===== src/imu_text_record_parser_top_defines.svh =====
// Assertion macros for the parser modules; only imu_trp_emit uses them.
`ifndef IMU_TEXT_RECORD_PARSER_TOP_DEFINES_SVH
`define IMU_TEXT_RECORD_PARSER_TOP_DEFINES_SVH

`ifndef ASSERT_OFF
`define IMU_ASSERT(lbl, clk, rst_n, prop) \
  lbl: assert property (@(posedge clk) disable iff (!rst_n) (prop)) \
    else $error("assertion failed");
`define IMU_ASSERT_NEVER(lbl, clk, rst_n, cond) \
  lbl: assert property (@(posedge clk) disable iff (!rst_n) !(cond)) \
    else $error("forbidden condition");
`else
`define IMU_ASSERT(lbl, clk, rst_n, prop)
`define IMU_ASSERT_NEVER(lbl, clk, rst_n, cond)
`endif

`endif


===== src/imu_trp_pkg.sv =====
package imu_trp_pkg;

  localparam int unsigned TokDepthDef = 4;
  localparam int unsigned OutDepthDef = 2;

  localparam logic [7:0] CharSemi  = 8'h3B;
  localparam logic [7:0] CharMinus = 8'h2D;
  localparam logic [7:0] CharSpace = 8'h20;
  localparam logic [7:0] CharTab   = 8'h09;
  localparam logic [7:0] CharCr    = 8'h0D;
  localparam logic [7:0] CharZero  = 8'h30;
  localparam logic [7:0] CharNine  = 8'h39;

  localparam logic [2:0][7:0] HdrText = {8'h75, 8'h6D, 8'h69};
  localparam logic [2:0] HdrLen  = 3'd3;
  localparam logic [2:0] HdrFail = 3'd4;

  localparam logic [3:0] SemiTarget  = 4'd7;
  localparam logic [3:0] ColMax      = 4'd15;
  localparam logic [3:0] ColStamp    = 4'd1;
  localparam logic [3:0] ColFirstVal = 4'd2;
  localparam logic [3:0] ColLastVal  = 4'd7;
  localparam int unsigned NumVals    = 6;

  typedef struct packed {
    logic [7:0] char_byte;
    logic       end_of_line;
  } in_item_t;

  typedef struct packed {
    logic               line_valid;
    logic [31:0]        time_stamp;
    logic signed [15:0] accel_x;
    logic signed [15:0] accel_y;
    logic signed [15:0] accel_z;
    logic signed [15:0] gyro_slot0;
    logic signed [15:0] gyro_slot1;
    logic signed [15:0] gyro_slot2;
  } out_item_t;

  typedef struct packed {
    logic       eol;
    logic       semi;
    logic       ws;
    logic       space;
    logic       minus;
    logic       dig;
    logic [3:0] dval;
    logic [2:0] hdr_hit;
  } token_t;

  typedef struct packed {
    logic [3:0]                col;
    logic [3:0]                semi;
    logic [2:0]                hdr;
    logic                      ok;
    logic [63:0]               mag;
    logic                      neg;
    logic                      ovf;
    logic [31:0]               stamp;
    logic [NumVals-1:0][15:0]  vals;
  } line_t;

  localparam line_t LineInit = '{col: 4'd0, semi: 4'd0, hdr: 3'd0, ok: 1'b1,
                                 mag: 64'd0, neg: 1'b0, ovf: 1'b0,
                                 stamp: 32'd0, vals: '0};

  localparam logic [67:0] LimPos = 68'h0_7FFF_FFFF_FFFF_FFFF;
  localparam logic [67:0] LimNeg = 68'h0_8000_0000_0000_0000;

endpackage


===== src/imu_trp_front.sv =====
module imu_trp_front #(
  parameter int unsigned TokDepth = imu_trp_pkg::TokDepthDef
) (
  input  logic                  clk_i,
  input  logic                  rst_ni,
  input  logic                  push,
  output logic                  full,
  input  imu_trp_pkg::in_item_t in_item_i,
  output logic                  tok_valid_o,
  output imu_trp_pkg::token_t   tok_o,
  input  logic                  tok_pop_i
);
  import imu_trp_pkg::*;

  localparam int unsigned PtrW = (TokDepth > 1) ? $clog2(TokDepth) : 1;
  localparam int unsigned CntW = $clog2(TokDepth + 1);

  token_t            mem_q [TokDepth];
  logic [PtrW-1:0]   wptr_q, wptr_d, rptr_q, rptr_d;
  logic [CntW-1:0]   cnt_q, cnt_d;
  token_t            tok_w;
  logic              wr_en;
  logic [7:0]        c;

  always_comb begin
    c               = in_item_i.char_byte;
    tok_w.eol       = in_item_i.end_of_line;
    tok_w.semi      = (c == CharSemi);
    tok_w.space     = (c == CharSpace);
    tok_w.ws        = (c == CharSpace) || ((c >= CharTab) && (c <= CharCr));
    tok_w.minus     = (c == CharMinus);
    tok_w.dig       = (c >= CharZero) && (c <= CharNine);
    tok_w.dval      = c[3:0];
    tok_w.hdr_hit   = {c == HdrText[2], c == HdrText[1], c == HdrText[0]};
  end

  assign full        = (cnt_q == CntW'(TokDepth));
  assign wr_en       = push && !full;
  assign tok_valid_o = (cnt_q != '0);
  assign tok_o       = mem_q[rptr_q];

  always_comb begin
    wptr_d = wptr_q;
    rptr_d = rptr_q;
    cnt_d  = cnt_q;
    if (wr_en) begin
      wptr_d = (wptr_q == PtrW'(TokDepth - 1)) ? '0 : wptr_q + 1'b1;
    end
    if (tok_pop_i) begin
      rptr_d = (rptr_q == PtrW'(TokDepth - 1)) ? '0 : rptr_q + 1'b1;
    end
    case ({wr_en, tok_pop_i})
      2'b10:   cnt_d = cnt_q + 1'b1;
      2'b01:   cnt_d = cnt_q - 1'b1;
      default: cnt_d = cnt_q;
    endcase
  end

  always_ff @(posedge clk_i or negedge rst_ni) begin
    if (!rst_ni) begin
      wptr_q <= '0;
      rptr_q <= '0;
      cnt_q  <= '0;
    end else begin
      wptr_q <= wptr_d;
      rptr_q <= rptr_d;
      cnt_q  <= cnt_d;
    end
  end

  always_ff @(posedge clk_i) begin
    if (wr_en) begin
      mem_q[wptr_q] <= tok_w;
    end
  end

endmodule


===== src/imu_trp_back.sv =====
module imu_trp_back (
  input  logic                clk_i,
  input  logic                rst_ni,
  input  logic                tok_valid_i,
  input  imu_trp_pkg::token_t tok_i,
  output logic                tok_pop_o,
  input  logic                fin_ready_i,
  output logic                fin_valid_o,
  output imu_trp_pkg::line_t  fin_o
);
  import imu_trp_pkg::*;

  typedef enum logic [1:0] {
    ChkWs   = 2'd0,
    ChkDig  = 2'd2,
    ChkFail = 2'd3
  } chk_e;

  typedef enum logic [1:0] {
    PrsSp   = 2'd0,
    PrsSign = 2'd1,
    PrsDig  = 2'd2,
    PrsDone = 2'd3
  } prs_e;

  line_t        line_q, line_d;
  chk_e         chk_q, chk_d;
  prs_e         prs_q, prs_d;
  logic [67:0]  acc_sum;
  logic [67:0]  acc_lim;
  logic [31:0]  close_val;
  logic         hdr_match;
  logic         do_acc;
  logic [2:0]   val_idx;

  assign tok_pop_o   = tok_valid_i && (!tok_i.eol || fin_ready_i);
  assign fin_valid_o = tok_pop_o && tok_i.eol;
  assign fin_o       = line_d;

  always_comb begin
    acc_sum   = {1'b0, line_q.mag, 3'b000} + {3'b000, line_q.mag, 1'b0}
              + {64'd0, tok_i.dval};
    acc_lim   = line_q.neg ? LimNeg : LimPos;
    close_val = line_q.ovf ? 32'd0
              : (line_q.neg ? (~line_q.mag[31:0] + 32'd1) : line_q.mag[31:0]);
    val_idx   = 3'(line_q.col - ColFirstVal);
    case (line_q.hdr)
      3'd0:    hdr_match = tok_i.hdr_hit[0];
      3'd1:    hdr_match = tok_i.hdr_hit[1];
      3'd2:    hdr_match = tok_i.hdr_hit[2];
      default: hdr_match = 1'b0;
    endcase

    line_d = line_q;
    chk_d  = chk_q;
    prs_d  = prs_q;
    do_acc = 1'b0;

    if (tok_i.semi) begin
      if (line_q.semi != ColMax) begin
        line_d.semi = line_q.semi + 4'd1;
      end
      if (line_q.col == '0) begin
        if (line_q.hdr != HdrLen) begin
          line_d.ok = 1'b0;
        end
      end else if (line_q.col == ColStamp) begin
        line_d.stamp = close_val;
      end else if (line_q.col <= ColLastVal) begin
        line_d.vals[val_idx] = close_val[15:0];
      end
      if (line_q.col != ColMax) begin
        line_d.col = line_q.col + 4'd1;
      end
      chk_d      = ChkWs;
      prs_d      = PrsSp;
      line_d.mag = '0;
      line_d.neg = 1'b0;
      line_d.ovf = 1'b0;
    end else if (line_q.col == '0) begin
      line_d.hdr = hdr_match ? (line_q.hdr + 3'd1) : HdrFail;
    end else begin
      case (chk_q)
        ChkWs: begin
          if (tok_i.ws) begin
            chk_d = ChkWs;
          end else if (tok_i.minus || tok_i.dig) begin
            chk_d = ChkDig;
          end else begin
            chk_d = ChkFail;
          end
        end
        ChkDig: begin
          if (!tok_i.dig) begin
            chk_d = ChkFail;
          end
        end
        default: chk_d = chk_q;
      endcase
      if (chk_d == ChkFail) begin
        line_d.ok = 1'b0;
      end

      case (prs_q)
        PrsSp: begin
          if (tok_i.space) begin
            prs_d = PrsSp;
          end else if (tok_i.minus) begin
            line_d.neg = 1'b1;
            prs_d      = PrsSign;
          end else if (tok_i.dig) begin
            do_acc = 1'b1;
            prs_d  = PrsDig;
          end else begin
            prs_d = PrsDone;
          end
        end
        PrsSign, PrsDig: begin
          if (tok_i.dig) begin
            do_acc = 1'b1;
            prs_d  = PrsDig;
          end else begin
            prs_d = PrsDone;
          end
        end
        default: prs_d = prs_q;
      endcase

      if (do_acc && !line_q.ovf) begin
        if (acc_sum > acc_lim) begin
          line_d.ovf = 1'b1;
        end else begin
          line_d.mag = acc_sum[63:0];
        end
      end
    end
  end

  always_ff @(posedge clk_i or negedge rst_ni) begin
    if (!rst_ni) begin
      line_q <= LineInit;
      chk_q  <= ChkWs;
      prs_q  <= PrsSp;
    end else if (tok_pop_o) begin
      if (tok_i.eol) begin
        line_q <= LineInit;
        chk_q  <= ChkWs;
        prs_q  <= PrsSp;
      end else begin
        line_q <= line_d;
        chk_q  <= chk_d;
        prs_q  <= prs_d;
      end
    end
  end

endmodule


===== src/imu_trp_emit.sv =====
`include "imu_text_record_parser_top_defines.svh"

module imu_trp_emit #(
  parameter int unsigned OutDepth = imu_trp_pkg::OutDepthDef
) (
  input  logic                   clk_i,
  input  logic                   rst_ni,
  input  logic                   fin_valid_i,
  input  imu_trp_pkg::line_t     fin_i,
  output logic                   fin_ready_o,
  output logic                   empty,
  input  logic                   pop,
  output imu_trp_pkg::out_item_t out_item_o
);
  import imu_trp_pkg::*;

  localparam int unsigned PtrW = (OutDepth > 1) ? $clog2(OutDepth) : 1;
  localparam int unsigned CntW = $clog2(OutDepth + 1);

  logic              pend_q, pend_d;
  line_t             pend_line_q;
  logic              fire;
  logic              rd_en;
  logic [31:0]       v32;
  logic              line_valid;
  logic [31:0]       stamp_w;
  logic [NumVals-1:0][15:0] vals_w;
  out_item_t         rec;
  out_item_t         mem_q [OutDepth];
  logic [PtrW-1:0]   wptr_q, wptr_d, rptr_q, rptr_d;
  logic [CntW-1:0]   cnt_q, cnt_d;

  assign fire        = pend_q && (cnt_q != CntW'(OutDepth));
  assign fin_ready_o = !pend_q || fire;
  assign empty       = (cnt_q == '0);
  assign rd_en       = pop && !empty;
  assign out_item_o  = mem_q[rptr_q];

  always_comb begin
    v32 = pend_line_q.ovf ? 32'd0
        : (pend_line_q.neg ? (~pend_line_q.mag[31:0] + 32'd1) : pend_line_q.mag[31:0]);
    line_valid = pend_line_q.ok && (pend_line_q.semi == SemiTarget)
              && ((pend_line_q.col != '0) || (pend_line_q.hdr == HdrLen));
    stamp_w = (pend_line_q.col == ColStamp) ? v32 : pend_line_q.stamp;
    for (int k = 0; k < NumVals; k++) begin
      vals_w[k] = (pend_line_q.col == 4'(k + 2)) ? v32[15:0] : pend_line_q.vals[k];
    end
    rec = '0;
    if (line_valid) begin
      rec.line_valid = 1'b1;
      rec.time_stamp = stamp_w;
      rec.accel_x    = vals_w[0];
      rec.accel_y    = vals_w[1];
      rec.accel_z    = vals_w[2];
      rec.gyro_slot0 = vals_w[4];
      rec.gyro_slot1 = vals_w[3];
      rec.gyro_slot2 = vals_w[5];
    end
  end

  always_comb begin
    pend_d = pend_q;
    if (fin_valid_i) begin
      pend_d = 1'b1;
    end else if (fire) begin
      pend_d = 1'b0;
    end
    wptr_d = wptr_q;
    rptr_d = rptr_q;
    if (fire) begin
      wptr_d = (wptr_q == PtrW'(OutDepth - 1)) ? '0 : wptr_q + 1'b1;
    end
    if (rd_en) begin
      rptr_d = (rptr_q == PtrW'(OutDepth - 1)) ? '0 : rptr_q + 1'b1;
    end
    case ({fire, rd_en})
      2'b10:   cnt_d = cnt_q + 1'b1;
      2'b01:   cnt_d = cnt_q - 1'b1;
      default: cnt_d = cnt_q;
    endcase
  end

  always_ff @(posedge clk_i or negedge rst_ni) begin
    if (!rst_ni) begin
      pend_q <= 1'b0;
      wptr_q <= '0;
      rptr_q <= '0;
      cnt_q  <= '0;
    end else begin
      pend_q <= pend_d;
      wptr_q <= wptr_d;
      rptr_q <= rptr_d;
      cnt_q  <= cnt_d;
    end
  end

  always_ff @(posedge clk_i) begin
    if (fin_valid_i) begin
      pend_line_q <= fin_i;
    end
    if (fire) begin
      mem_q[wptr_q] <= rec;
    end
  end

  `IMU_ASSERT(a_invalid_rec_zero, clk_i, rst_ni, (fire && !rec.line_valid) |-> (rec.time_stamp == '0 && rec.accel_x == '0 && rec.accel_y == '0 && rec.accel_z == '0 && rec.gyro_slot0 == '0 && rec.gyro_slot1 == '0 && rec.gyro_slot2 == '0))
  `IMU_ASSERT(a_pend_held, clk_i, rst_ni, (pend_q && !fire) |=> pend_q)
  `IMU_ASSERT_NEVER(a_handoff_overrun, clk_i, rst_ni, fin_valid_i && !fin_ready_o)

endmodule


===== src/imu_text_record_parser_top.sv =====
// Path: a line's last beat goes via the token queue and the pending line register into the result queue.
// Throughput: one character beat per cycle while full is low, one record per line; the parser core
// updates its 64-bit accumulator with a single shift-add and compare per character.
// Reset: rst_ni is asynchronous and active low; it empties both queues and
// returns the line state to its start, with no clearing pass.
module imu_text_record_parser_top #(
  parameter int unsigned TokDepth = imu_trp_pkg::TokDepthDef,
  parameter int unsigned OutDepth = imu_trp_pkg::OutDepthDef
) (
  input  logic                   clk_i,
  input  logic                   rst_ni,
  input  logic                   push,
  output logic                   full,
  input  imu_trp_pkg::in_item_t  in_item_i,
  output logic                   empty,
  input  logic                   pop,
  output imu_trp_pkg::out_item_t out_item_o
);
  import imu_trp_pkg::*;

  logic   tok_valid;
  logic   tok_pop;
  token_t tok;
  logic   fin_valid;
  logic   fin_ready;
  line_t  fin;

  imu_trp_front #(
    .TokDepth(TokDepth)
  ) u_front (
    .clk_i      (clk_i),
    .rst_ni     (rst_ni),
    .push       (push),
    .full       (full),
    .in_item_i  (in_item_i),
    .tok_valid_o(tok_valid),
    .tok_o      (tok),
    .tok_pop_i  (tok_pop)
  );

  imu_trp_back u_back (
    .clk_i      (clk_i),
    .rst_ni     (rst_ni),
    .tok_valid_i(tok_valid),
    .tok_i      (tok),
    .tok_pop_o  (tok_pop),
    .fin_ready_i(fin_ready),
    .fin_valid_o(fin_valid),
    .fin_o      (fin)
  );

  imu_trp_emit #(
    .OutDepth(OutDepth)
  ) u_emit (
    .clk_i      (clk_i),
    .rst_ni     (rst_ni),
    .fin_valid_i(fin_valid),
    .fin_i      (fin),
    .fin_ready_o(fin_ready),
    .empty      (empty),
    .pop        (pop),
    .out_item_o (out_item_o)
  );

endmodule

===== config.mk =====
export PLATFORM = sky130hd
export DESIGN_NAME = imu_text_record_parser_top
export DESIGN_NICKNAME = d
export VERILOG_FILES = /design/src/imu_trp_pkg.sv /design/src/imu_trp_front.sv /design/src/imu_trp_back.sv /design/src/imu_trp_emit.sv /design/src/imu_text_record_parser_top.sv
export VERILOG_INCLUDE_DIRS = /design/src /design/src/src
export SDC_FILE = /design/constraint.sdc
export NUM_CORES = 1
export LEC_CHECK = 0
export BUFFER_PORTS_ARGS = -buffer_cell sky130_fd_sc_hd__clkbuf_2
export CAP_MARGIN = 20
export CORE_MARGIN = 8
export CORE_UTILIZATION = 32
export CTS_BUF_LIST = sky130_fd_sc_hd__clkbuf_2
export DETAILED_ROUTE_END_ITERATION = 8
export PLACE_DENSITY = 0.47
export SLEW_MARGIN = 25
export SYNTH_ARGS = -nofsm -noshare
export SYNTH_HDL_FRONTEND = slang
export SYNTH_SLANG_ARGS = --single-unit

===== constraint.sdc =====
create_clock -name clk_i -period 11 [get_ports clk_i]
set_input_delay 0.55 -clock clk_i [delete_from_list [all_inputs] [get_ports clk_i]]
set_output_delay 0.55 -clock clk_i [all_outputs]
set_load 0.05 [all_outputs]

==> results of run 1 <==
==> state kept, by name, indices dropped and copies added, names as in the netlist <==
name                count
u_back.prs_q            2
u_emit.wptr_q           1
u_back.chk_q            2
u_emit.pend_q           1
u_emit.rptr_q           1
u_emit.cnt_q            2
u_front.mem_q          52
u_emit.pend_line_q    174
u_emit.mem_q          258
u_front.rptr_q          2
u_front.cnt_q           3
u_front.wptr_q          2
u_back.line_q         206
==> cells by family (layout without fill, tap and decap cells) <==
family / count (synthesis) / after routing / share of synthesized area [%]
and+or+nand+nor: 1129 / 1129 / 13.5
DFF: 706 / 706 / 54.3
AOI/OAI and AO/OA: 570 / 570 / 9.91
muxes: 303 / 303 / 9.41
buffers and inverters: 228 / 634 / 2.51
adders and majority gates: 214 / 214 / 7.29
xor gates and xnor gates: 130 / 130 / 3.08
other: 0 / 7 / 0
==> routing by layer <==
metal | GRT usage (%) | vias to the layer above
met3 | 3.34 | 210
li1 | - | 12600
met2 | 25.7 | 579
met5 | 0 | -
met1 | 22.2 | 12900
met4 | 6.35 | 0
==> power groups by stage <==
stage	logic [W]	registers (W)	clock network (W)
finish	0.00436	0.00415	0.00193
global route	0.00467	0.00424	0.00215
CTS	0.00447	0.00416	0.00203
detailed placement	0.00445	0.00421	0
global placement	0.00447	0.00420	0
floorplan	0.00294	0.00415	0
==> final cells by class <==
class	instances	area, um^2	area share [%]
sequential	706	20100	48.4
timing repair buffer	223	1430	3.45
antenna	7	17.5	0.0422
multi-input combinational	2346	16100	38.7
inverter	53	199	0.479
clock inverter	54	307	0.738
tap	1512	1890	4.55
clock buffer	304	1520	3.66
==> how the worst max path moves through the flow <==
stage | startpoint | to | slack, ns | cells after the start
after CTS | u_front.rptr_q[0]$_DFFE_PN0P_ | u_back.line_q[188]$_DFFE_PN0P_ | 2.11 | 25
after global routing | u_front.rptr_q[0]$_DFFE_PN0P_ | u_back.line_q[182]$_DFFE_PN0P_ | 1.90 | 25
after global placement | u_front.rptr_q[0]$_DFFE_PN0P_ | u_back.line_q[188]$_DFFE_PN0P_ | 2.47 | 25
after detailed placement | u_front.rptr_q[0]$_DFFE_PN0P_ | u_back.line_q[173]$_DFFE_PN0P_ | 2.32 | 25
after floorplan | u_front.rptr_q[0]$_DFFE_PN0P_ | u_emit.pend_line_q[0]$_DFFE_PP_ | 2.00 | 4
final | u_front.rptr_q[0]$_DFFE_PN0P_ | u_back.line_q[180]$_DFFE_PN0P_ | 2.56 | 25
==> metrics by stage <==
step                hold WS, ns  instance area [um^2]  std cells  total power (W)  setup slack, ns
global route             0.0827                 41500       5204           0.0111             1.90
detailed placement        0.478                 39300       4807          0.00866             2.32
global placement          0.472                 39300       4805          0.00866             2.47
CTS                     0.00150                 41500       5198           0.0107             2.11
floorplan                 0.254                 37000       3280          0.00710             2.00
finish                    0.228                 41500       5205           0.0104             2.56
==> cells in the final DEF (no fill, tap or decap), drive strengths merged, types with 10 or more instances in the layout <==
master       count
dfrtp          221
nand3          160
o31ai           22
a22o            74
ha             211
clkbuf         446
o21a            13
edfxtp         484
nor3            36
a211oi          14
nand2          413
nand4           40
nor2b           13
or3             21
o21bai          14
mux2           239
xnor2           73
buf             49
a21o            23
mux2i           52
clkinv          46
dlygate4sd3     32
o21ai          101
a31oi           11
nand2b          27
and2            10
nor4            10
nor2           352
mux4            12
a22oi           17
o211ai          14
inv             60
a21oi          226
and3            12
or4             11
xor2            57
==> critical path, delay by kind of cell (launching register included) <==
family | cells | cell delay (ns)
compound gates | 17 | 3.83
xor+xnor | 1 | 0.16
fa+ha+maj | 3 | 1.08
buf+inv | 1 | 0.37
flops | 1 | 0.71
mux | 1 | 0.64
simple gates | 2 | 1.28
==> flow_metrics.py, run 1 <==
metrics = {
    "routing": {
        "drtIter0Drc": 1620,
        "wl_per_cell_um": 20.5,
        "drc_errors": 0,
        "wl_met3_um": 5010,
        "firstDrtPassIters": 5,
        "met1Wirelength_um": 49700,
        "dr_total_vias": 26300,
        "drt_wl_total_um": 106000,
        "dr.max_layer_used": "met4",
        "ant_nets": 0,
        "met2_length_um": 48200,
        "vias_per_cell": 5.04,
    },
    "global_route": {
        "grt-ovfl-total": 0,
        "grt_pass1_vias": 26400,
        "grt_pass1_wl_um": 162000,
        "grt_max_degree": 75,
        "antenna_found_initial": 4,
        "track_usage_pct": 16.4,
    },
    "cts": {
        "cts_max_path_buffers": 3,
        "cts.clk_slew.worst_paths_ns": 0.10,
        "clk_latency_ns": 1.47,
        "clock_sinks": 706,
        "root_buffer": "clkbuf_2",
        "ctsHoldBuffers": 33,
        "cts_tree": "built",
        "cts-buffers-inserted": 190,
        "post-cts-setup-buffer-count": 0,
        "cts_resized": 0,
        "h-tree-depth": 4,
    },
    "power_and_ir_drop": {
        "p_int_w": 0.00560,
        "share_seq_of_total_power_pct": 39.8,
        "p_per_area_nw_per_um2": 251,
        "peakVddDrop_uv": 215,
        "p_leak_nw": 17.9,
        "clkPwrFrac_pct": 18.5,
        "comb_power_share_pct": 41.8,
        "switching_share_pct": 46.4,
        "p_sw_w": 0.00484,
    },
    "worst_setup_path": {
        "reg2reg_depth": 25,
        "rr_startpoint": "u_front.rptr_q[0]$_DFFE_PN0P_",
        "worstPathMaxFanout": 64,
        "cp.required_ns": 12.21,
        "ff2ff_setup_slack_ns": 2.56,
        "cp-start-kind": "flip-flop",
        "worstReg2RegEnd": "u_back.line_q[180]$_DFFE_PN0P_",
        "critPathMaxStageDelay_ns": 0.82,
        "crit_type": "reg2reg",
        "crit_path_end_kind": "flip-flop",
        "slowest_stage": "and3_2",
        "critPathArrivalTime_ns": 9.65,
    },
    "logic_synthesis": {
        "ys.flop_type": "edfxtp_1",
        "yosysSeqAreaShare_pct": 54.3,
        "synthCells": 3280,
        "synth.area.top_cells": "edfxtp_1, dfrtp_1, mux2_2, ha_1, nand2_1",
        "synth_cell_types": 80,
        "synth_fp_nets": 3507,
        "yosys_warnings": 0,
        "ys_ff_latch": 706,
        "synthDominantCellAreaShare_pct": 39.3,
        "syn_area_per_cell_um2": 11.3,
        "yosys.area.top_type": "edfxtp_1",
        "synth_enable_flop_cells": 484,
        "synth_area_um2": 37000,
        "synthTopCellsByCount": "edfxtp_1, nand2_1, nor2_1",
        "synth.most_common_cell": "edfxtp_1",
        "synthArstFlopShare_pct": 31.4,
    },
    "floorplan": {
        "initial_core_util_pct": 32.3,
        "die_y_um": 356,
        "die-area_um2": 127000,
        "boundaryPins": 144,
        "die-width_um": 356,
        "rows": 124,
        "coreArea_um2": 115000,
    },
    "timing": {
        "rsz0062_at_grt": "no",
        "setup_viol": 0,
        "max_freq_mhz": 118,
        "tightest_slew_ns": 1.02,
        "hold_viol": 0,
        "timing.setup.tns_ns": 0,
        "relSlewSlack_pct": 32.1,
        "slew_violations": 0,
        "finClkSkew_ns": 0.165,
        "period_share_pct": 76.8,
        "min_period_ns": 8.44,
    },
    "flow_run": {
        "max-cap-violations": 0,
    },
    "finish": {
        "syn2layout_area_growth_pct": 12.2,
        "fin_util_pct": 36.3,
        "drive_gt1_share_pct": 22.1,
        "nNetsFinal": 3747,
        "num-fill-cells": 11500,
    },
    "run_status": {
        "outcome": "complete, no violations",
    },
    "worst_hold_path": {
        "whs_path_depth": 3,
        "min_from": "in_item_i[2]",
        "hold_end": "u_front.mem_q[0][11]$_DFFE_PP_",
        "hold_class": "in2reg",
    },
    "placed_design": {
        "dp_hpwl_um": 70500,
        "gp_congestion": 0.824,
        "numPortBuffers": 143,
    },
}
(Power assumes the default switching activity.)
==> inputs of run 2 (changes only) <==
Clock period 11 ns to 8.65 ns, I/O delays scaled along.
==> run 2 against run 1 <==
- global-route usage is 0.23 points higher
- utilization is 0.085 points higher
- worst hold slack better by 0.0081 ns
- clock power is 31% higher
- routed wire length is 0.74% higher
- largest cell class unchanged
- clock skew is 0.037 ns lower
==> flow_metrics.py, run 2 (synthesis gave the netlist of run 1 again) <==
metrics = {
    "routing": {
        "vias_per_cell": 5.01,
        "ant_nets": 0,
        "drtIter0Drc": 1687,
        "wl_per_cell_um": 20.6,
        "drc_errors": 0,
        "dr_total_vias": 26100,
        "firstDrtPassIters": 5,
        "drt_wl_total_um": 107000,
    },
    "floorplan": {
        "boundaryPins": 144,
        "die-area_um2": 127000,
        "rows": 124,
        "die_y_um": 356,
        "coreArea_um2": 115000,
        "initial_core_util_pct": 32.3,
        "die-width_um": 356,
    },
    "flow_run": {
        "max-cap-violations": 0,
    },
    "placed_design": {
        "post_dp_cell_area_um2": 39300,
        "place_inst": 4802,
        "numPortBuffers": 143,
        "dp_hpwl_um": 69900,
        "gp_congestion": 0.822,
    },
    "timing": {
        "tightest_slew_ns": 1.15,
        "max_freq_mhz": 130,
        "timing.setup.tns_ns": 0,
        "relSlewSlack_pct": 23.3,
        "whs_ns": 0.236,
        "setup_viol": 0,
        "period_share_pct": 89.2,
        "finClkSkew_ns": 0.128,
        "min_period_ns": 7.72,
        "slew_violations": 0,
        "rsz0062_at_grt": "no",
        "hold_viol": 0,
    },
    "power_and_ir_drop": {
        "switching_share_pct": 45.9,
        "p_leak_nw": 17.9,
        "comb_power_share_pct": 42.0,
        "p_sw_w": 0.00613,
        "p_per_area_nw_per_um2": 321,
        "peakVddDrop_uv": 319,
        "share_seq_of_total_power_pct": 39.1,
        "p_int_w": 0.00722,
        "clkPwrFrac_pct": 18.9,
    },
    "global_route": {
        "grt-ovfl-total": 0,
        "track_usage_pct": 16.6,
        "grt_max_degree": 144,
        "grt_pass1_vias": 26100,
        "antenna_found_initial": 5,
        "grt_pass1_wl_um": 163000,
    },
    "finish": {
        "layout_common_cells": "edfxtp_1, clkbuf_2, nand2_1",
        "regMostFlops": "u_emit.mem_q",
        "top_regs": "u_emit.mem_q x258, u_back.line_q x206, u_emit.pend_line_q x174",
        "nNetsFinal": 3746,
        "final_cell_area_um2": 41600,
        "largest_reg_flops": 258,
        "syn2layout_area_growth_pct": 12.5,
        "num-fill-cells": 11400,
        "instances_no_fill": 5204,
        "drive_gt1_share_pct": 21.8,
        "final_common_cell": "edfxtp_1",
    },
    "cts": {
        "root_buffer": "clkbuf_2",
        "clk_latency_ns": 1.48,
        "cts.clk_slew.worst_paths_ns": 0.10,
        "cts_resized": 0,
        "cts_max_path_buffers": 3,
        "clock_sinks": 706,
        "h-tree-depth": 4,
        "cts-buffers-inserted": 192,
        "cts_tree": "built",
    },
    "worst_setup_path": {
        "worstPathMaxFanout": 31,
        "crit_type": "reg2reg",
        "critPathArrivalTime_ns": 9.01,
        "cp.required_ns": 9.94,
        "cp-start-kind": "flip-flop",
        "crit_path_end_kind": "flip-flop",
    },
    "worst_hold_path": {
        "hold_class": "in2async",
    },
    "run_status": {
        "outcome": "complete, no violations",
    },
}
==> run 2: path summary, 6_finish.rpt <==
path	slack, ns	end	cells past startpoint	start
hold / removal	0.24	u_back.line_q[191]$_DFFE_PN0P_	4	rst_ni
max in group asynchronous	7.43	u_back.line_q[161]$_DFFE_PN0P_	5	rst_ni
min in group clk_i	0.39	u_front.mem_q[2][12]$_DFFE_PP_	3	in_item_i[0]
setup reg to reg	0.93	u_back.line_q[182]$_DFFE_PN0P_	24	u_front.rptr_q[0]$_DFFE_PN0P_
hold reg to reg	0.50	u_back.line_q[68]$_DFFE_PN0P_	2	u_back.line_q[68]$_DFFE_PN0P_
setup / recovery	0.93	u_back.line_q[182]$_DFFE_PN0P_	24	u_front.rptr_q[0]$_DFFE_PN0P_
==> run 2: power by group through the flow <==
stage	Clock [W]	Combinational, W	Sequential, W
2_1_floorplan	0	0.00375	0.00521
3_3_place_gp	0	0.00570	0.00527
3_5_place_dp	0	0.00569	0.00529
4_1_cts	0.00264	0.00572	0.00522
5_1_grt	0.00282	0.00600	0.00531
6_report	0.00252	0.00561	0.00522
==> run 2: layout make-up <==
cell class	count	area, um^2	area share, %
timing repair buffer	220	1470	3.53
sequential	706	20100	48.3
tap	1512	1890	4.54
antenna	7	17.5	0.0421
inverter	53	199	0.478
clock buffer	291	1460	3.50
clock inverter	69	432	1.04
multi-input combinational	2346	16100	38.6
==> run 2: metal layers <==
layer | up-vias | GRT usage, % | routed length, um
met5 | - | 0 | 14
met4 | 2 | 5.92 | 3120
met3 | 186 | 3.40 | 5310
met2 | 609 | 26.4 | 49200
met1 | 12700 | 22.4 | 49700
li1 | 12600 | - | -
==> run 2: repair_timing <==
action,in CTS,in global routing
setup buffers,0,0
hold endpoints to repair,334,0
hold buffers,34,0
setup endpoints to repair,0,0
==> run 2: metrics by stage <==
stage / util [%] / setup WS (ns) / power, W
3_3_place_gp: 34.3 / 1.08 / 0.0110
2_1_floorplan: - / 1.72 / 0.00896
6_report: 36.4 / 0.932 / 0.0133
4_1_cts: 36.3 / 0.841 / 0.0136
3_5_place_dp: 34.4 / 0.934 / 0.0110
5_1_grt: 36.4 / 0.362 / 0.0141
==> run 2: worst max-delay path, cell delays in order, from the launching register on <==
cell and delay, ns:
dfrtp_1 0.62, mux4_2 0.63, fa_1 0.49, ha_1 0.33, a211oi_1 0.26, o21bai_1 0.11, a21oi_1 0.34, o31ai_1 0.17
a31oi_1 0.36, o21ai_0 0.25, a21oi_1 0.34, o21ai_0 0.27, a21oi_1 0.21, xnor2_1 0.16, ha_1 0.29, a21oi_1 0.13
o21ai_0 0.10, a21o_1 0.19, a211oi_1 0.21, o21ai_0 0.12, o31a_1 0.30, nor4b_2 0.40, and4_2 0.86, buf_4 0.34
a22o_1 0.15
